<file path="config.mk">
export PLATFORM = sky130hd
export DESIGN_NAME = fslfa_carve
export DESIGN_NICKNAME = d
export VERILOG_FILES = /design/src/rtl/fslfa_pkg.sv /design/src/rtl/fslfa_carve.sv
export SDC_FILE = /design/constraint.sdc
export NUM_CORES = 1
export LEC_CHECK = 0
export CORE_ASPECT_RATIO = 0.7
export CORE_MARGIN = 1
export CORE_UTILIZATION = 54
export DETAILED_ROUTE_END_ITERATION = 6
export DONT_BUFFER_PORTS = 1
export PLACE_DENSITY = 0.79
export SLEW_MARGIN = 20
export SYNTH_ARGS = -nofsm -noshare
export SYNTH_HDL_FRONTEND = slang
export SYNTH_SLANG_ARGS = --single-unit
</file>
<file path="constraint.sdc">
create_clock -name clock -period 3.3 [get_ports clock]
set_input_delay 0.33 -clock clock [delete_from_list [all_inputs] [get_ports clock]]
set_output_delay 0.33 -clock clock [all_outputs]
set_load 0.05 [all_outputs]
</file>
<file path="src/rtl/fslfa_pkg.sv">
`timescale 1ns / 1ps
// ----------------------------------------------------------------------------
// fslfa_pkg
// shared constants and types of the fixed slot free list allocator
// ----------------------------------------------------------------------------
package fslfa_pkg;

   // pool geometry
   localparam int SLOTS_PER_BLOCK = 512;
   localparam int NUM_BLOCKS      = 4;
   localparam int POOL_SLOTS      = SLOTS_PER_BLOCK * NUM_BLOCKS;

   // widths
   localparam int SLOT_W = 11;                          // slot index field
   localparam int LINK_W = $clog2(POOL_SLOTS + 1);      // link incl. null code
   localparam int BLK_W  = $clog2(NUM_BLOCKS + 1);      // carved block count
   localparam int OFF_W  = $clog2(SLOTS_PER_BLOCK);     // offset inside a block

   localparam logic [LINK_W-1:0] NULL_CODE = LINK_W'(POOL_SLOTS);

   // request codes
   localparam logic REQ_ALLOC = 1'b0;
   localparam logic REQ_FREE  = 1'b1;

   // response status codes
   typedef enum logic [1:0] {
      STATUS_OK         = 2'd0,
      STATUS_EXHAUSTED  = 2'd1,
      STATUS_NULL_FREE  = 2'd2,
      STATUS_OUT_REGION = 2'd3
   } status_type;

   // link memory write port
   typedef struct packed {
      logic              en;
      logic [SLOT_W-1:0] addr;
      logic [LINK_W-1:0] data;
   } link_wr_type;

   // carve engine status
   typedef struct packed {
      logic busy;
      logic last;
   } carve_status_type;

endpackage

</file>
<file path="src/rtl/fslfa_carve.sv">
`timescale 1ns / 1ps
// ----------------------------------------------------------------------------
// fslfa_carve
// links the slots of a new block in ascending order, one write per cycle
// ----------------------------------------------------------------------------
module fslfa_carve
   import fslfa_pkg::*;
(
   input  logic              clock,
   input  logic              reset,
   input  logic              start,
   input  logic [SLOT_W-1:0] base,
   output link_wr_type       wr,
   output carve_status_type  status
);

   logic              busy_ff;
   logic [OFF_W-1:0]  idx_ff;
   logic [SLOT_W-1:0] base_ff;
   logic [SLOT_W-1:0] addr;
   logic              last;

   // current entry and end of the chain
   assign addr = base_ff + SLOT_W'(idx_ff);
   assign last = (idx_ff == OFF_W'(SLOTS_PER_BLOCK - 1));

   // sweep control
   always_ff @(posedge clock) begin
      if (reset) begin
         busy_ff <= 1'b0;
      end else if (start) begin
         busy_ff <= 1'b1;
      end else if (busy_ff && last) begin
         busy_ff <= 1'b0;
      end
   end

   // sweep position, slot zero of the block is granted and never linked
   always_ff @(posedge clock) begin
      if (start) begin
         base_ff <= base;
         idx_ff  <= OFF_W'(1);
      end else if (busy_ff) begin
         idx_ff  <= idx_ff + OFF_W'(1);
      end
   end

   // link write
   always_comb begin
      wr.en   = busy_ff;
      wr.addr = addr;
      wr.data = last ? NULL_CODE : (LINK_W'(addr) + LINK_W'(1));
   end

   assign status.busy = busy_ff;
   assign status.last = last;

endmodule

</file>
======== Word-level counts from Yosys, hierarchy flattened ========
Index checks and enable logic that the tools add are counted.
cells by class
  $add $sub $neg .......................... 3
  equal/unequal tests ..................... 1
  reductions and logical operators ........ 2
  mux-type cells .......................... 3
operators by type and width
  cell                     count
  $add A11 B1 Y12 const B  1
  $mux W12                 1
  $add A11 B9 Y11          1
  $add A9 B1 Y9 const B    1
  $eq A9 B9 Y1 const B     1
  $mux W1                  2
  $reduce_bool A2 Y1       1
  $logic_and A1 B1 Y1      1
storage, ports and cells
  bits of input ports ..................... 14
  flip-flop bits (word level) ............. 21

======== Logic depth before layout (Yosys ltp) ========
  depth in word-level cells ............... 4
  gate-level depth with buffers ........... 10
  depth with buffers taken out ............ 10

======== Least setup slack after synthesis ========
OpenSTA, ideal clock, no wires.
  path kind ............................... register -> output
  from .................................... register idx_ff[0]
  to ...................................... output port wr[11] in the netlist's numbering
  cell stages (with the launch flop) ...... 9
  setup slack ............................. -935 ps
  data arrival time ....................... 3,905 ps
  path through ............................ dfxtp_1 ha_1 inv_1 fa_1 xnor2_1 and3_1 nor2b_1 nand4_1 o31ai_1
RTL lines
  item                    line               RTL
  start, declared         fslfa_carve.sv:18  logic [OFF_W-1:0] idx_ff;
  start signal, assigned  fslfa_carve.sv:44  idx_ff <= idx_ff + OFF_W'(1);
  end, declared           fslfa_carve.sv:13  output link_wr_type wr,

==> metrics.cfg <==
[status]
status = finished with violations
violations = negative setup slack

[cells_and_area]
final_nets = 234
drive_above_1_share_pct = 29.1
antenna_cells = 0
final_common_cell = buf_4
finalNonFillerCells = 242
layout_common_cells = buf_4 (27), nor2_1 (21), ha_1 (11), edfxtp_1 (11)
fin_area_mm2 = 0.00199
area_delta_synth_final_pct = 26.0

[critical_path]
worst-path-max-fanout = 4
path_class = register to primary output
reg2regPathDepth = 7
endpoint_kind = primary output
cp-start-kind = register
required_ns = 2.97
cp.arrival_ns = 3.06
r2r-start = idx_ff[1]$_SDFFE_PP0P_
cp-endpoint = wr[9]
r2r_slack_ns = 1.22
worst_r2r_endpoint = busy_ff$_SDFFE_PP0P_
crit_start = base_ff[0]$_DFFE_PP_

[cts]
cts_num_sinks = 21
cts_root_buf = clkbuf_8
clkTransAtPathRegs_ns = 0.07
tritoncts = yes
cts_buffer_depth = 2
htreeDepth = 1
clk_latency_ns = 0.26
cts_buffers = 3

[yosys]
synth-main-ff-cell = edfxtp_1
yosysTopAreaCellShare_pct = 20.9
ys_ff_latch = 21
synth.distinct_cells = 47
synth_fp_nets = 207
synth_area_per_cell_um2 = 8.79
syn_area_mm2 = 0.00158
ys_warn_count = 0
synth_area_leaders = edfxtp_1 (21%), dfxtp_1 (13%), ha_1 (9.5%)
async_flop_share_pct = 0
synth_edf_count = 11
synth_cells = 180
yosysTopAreaCell = edfxtp_1
synth-seq-area-share_pct = 33.5

[timing]
fmax_mhz = 295
skew_ns = 0.00562
period_minus_slack_ns = 3.39
final_hold_viol_count = 0
max_slew.worst_pin.slew_ns = 0.668
max_slew_margin_pct = 55.5
finalCritPeriodShare_pct = 103
setup_ws_ns = -0.0870
rsz0062_at_grt = yes
tns_ns = -0.208
setup_viol = 3
drv_slew = 0

[routing]
antenna_left = 0
wl_per_cell_um = 15.6
drc = 0
drt_pass1_iterations = 4
dr_total_vias = 1494
wl_mm = 3.78
drt_iter0_drc = 73
viasPerCell = 6.17

[die]
die_w_um = 66.7
design.core.area_mm2 = 0.00278
dieHeight_um = 47.3
dieArea_mm2 = 0.00315
num_rows = 16
io_pins = 40
start_util_pct = 56.8

[place]
dp.cells = 235
hpwl_mm = 2.92
place.gp.congestion = 0.851
pre_cts_ws_ns = 0.0602
place_area_mm2 = 0.00188
numPortBuffers = 0

[power]
p_int_mw = 0.540
combPwrFrac_pct = 51.5
seq_power_share_pct = 31.6
total_power_mw = 0.958
cellPowerDensity_mw_per_mm2 = 481
sw_frac_of_total_pct = 43.7
power_frac_clock_pct = 16.9
p_leak_nw = 0.851
ir_drop_v = 0.000335
switchingPower_mw = 0.419

[global_route]
overflow = 0
antenna_found_initial = 0
grt_pass1_vias = 1285
grt_usage_pct = 24.2
grt_max_degree = 22
grt_pass1_wl_mm = 5.60

[flow_run]
maxCapViolCount = 0

[min_path]
hold_path.class = input port to register

==> critical path, cell delays in order, from the launching register on <==
cell and delay [ns]:
edfxtp_1 0.38, ha_2 0.20, inv_2 0.05, fa_2 0.20
nor2b_2 0.05, o2111a_1 0.27, o31a_1 0.30, or4_4 0.51
or4_4 0.51, a21oi_4 0.16, buf_12 0.15
==> how the worst min path moves through the flow <==
stage	start	endpoint	slack [ns]	cells past startpoint
after floorplan	reset	busy_ff$_SDFFE_PP0P_	0.40	1
after global placement	start	idx_ff[7]$_SDFFE_PP0P_	0.40	1
after detailed placement	reset	busy_ff$_SDFFE_PP0P_	0.41	1
after CTS	reset	busy_ff$_SDFFE_PP0P_	0.13	1
after global routing	start	idx_ff[5]$_SDFFE_PP0P_	0.12	1
final	reset	busy_ff$_SDFFE_PP0P_	0.13	1
==> cell families (layout without fill, tap and decap cells) <==
group	after synthesis	after routing	synth area share, %
simple gates	66	66	22.0
buf+inv	20	46	6.09
compound gates	43	43	17.6
fa+ha+maj	13	13	10.8
mux	5	5	3.32
xor+xnor	12	12	6.65
flops	21	21	33.5
==> metal layers <==
metal / wire length [µm] / vias to the layer above / share of wire [%] / GRT usage [%]
met1: 1570 / 682 / 42 / 28.3
met3: 246 / 24 / 6.5 / 4.37
met4: 130 / 0 / 3.4 / 11.1
met2: 1830 / 81 / 48 / 44.6
li1: - / 707 / - / -
met5: 0 / - / 0 / 0
==> sequential cells by signal, summed over array words and instances (netlist names) <==
signal	flops
busy_ff	1
base_ff	11
idx_ff	9
==> through the flow <==
| stage | hold WS (ns) | utilization, % |
|---|---|---|
| global placement | 0.403 | 67.6 |
| global route | 0.122 | 71.6 |
| detailed placement | 0.405 | 67.6 |
| finish | 0.130 | 71.6 |
| floorplan | 0.402 | - |
| CTS | 0.128 | 70.3 |
==> power by group through the flow <==
stage | Combinational (mW) | Sequential, mW | Clock (mW)
after global placement | 0.466 | 0.306 | 0
after detailed placement | 0.477 | 0.308 | 0
final | 0.493 | 0.303 | 0.162
after floorplan | 0.363 | 0.305 | 0
after CTS | 0.484 | 0.302 | 0.166
after global routing | 0.524 | 0.304 | 0.175
==> synth_stat cells, drive strengths merged (2+ instances only) <==
master  instances
clkbuf          3
o31a            2
inv            11
nor3            3
o31ai           3
nand2           8
nand3           3
buf             6
xor2            5
o21ai          11
mux2            2
mux2i           3
or4             3
or3             6
nor4            2
ha             12
a21oi          12
a21o            4
nand2b          2
nand4           7
o21a            2
and2            2
edfxtp         11
and3            2
nor2b           4
xnor2           7
nor2           21
dfxtp          10
==> cell type report <==
type | instances | area, µm²
inverter | 11 | 41.3
fill | 209 | 790
timing repair buffer | 31 | 274
clock buffer | 3 | 41.3
clock inverter | 1 | 5.00
sequential | 21 | 534
multi-input combinational | 139 | 1050
tap | 36 | 45.0
==> what timing repair did <==
action	4_1_cts	5_1_grt
setup endpoints to repair	4	5
hold buffers	0	0
resized for setup	8	6
pin swaps	5	9
cloned	0	0
buffers inserted	1	2
Note: power is estimated with default switching activity, not from simulation.
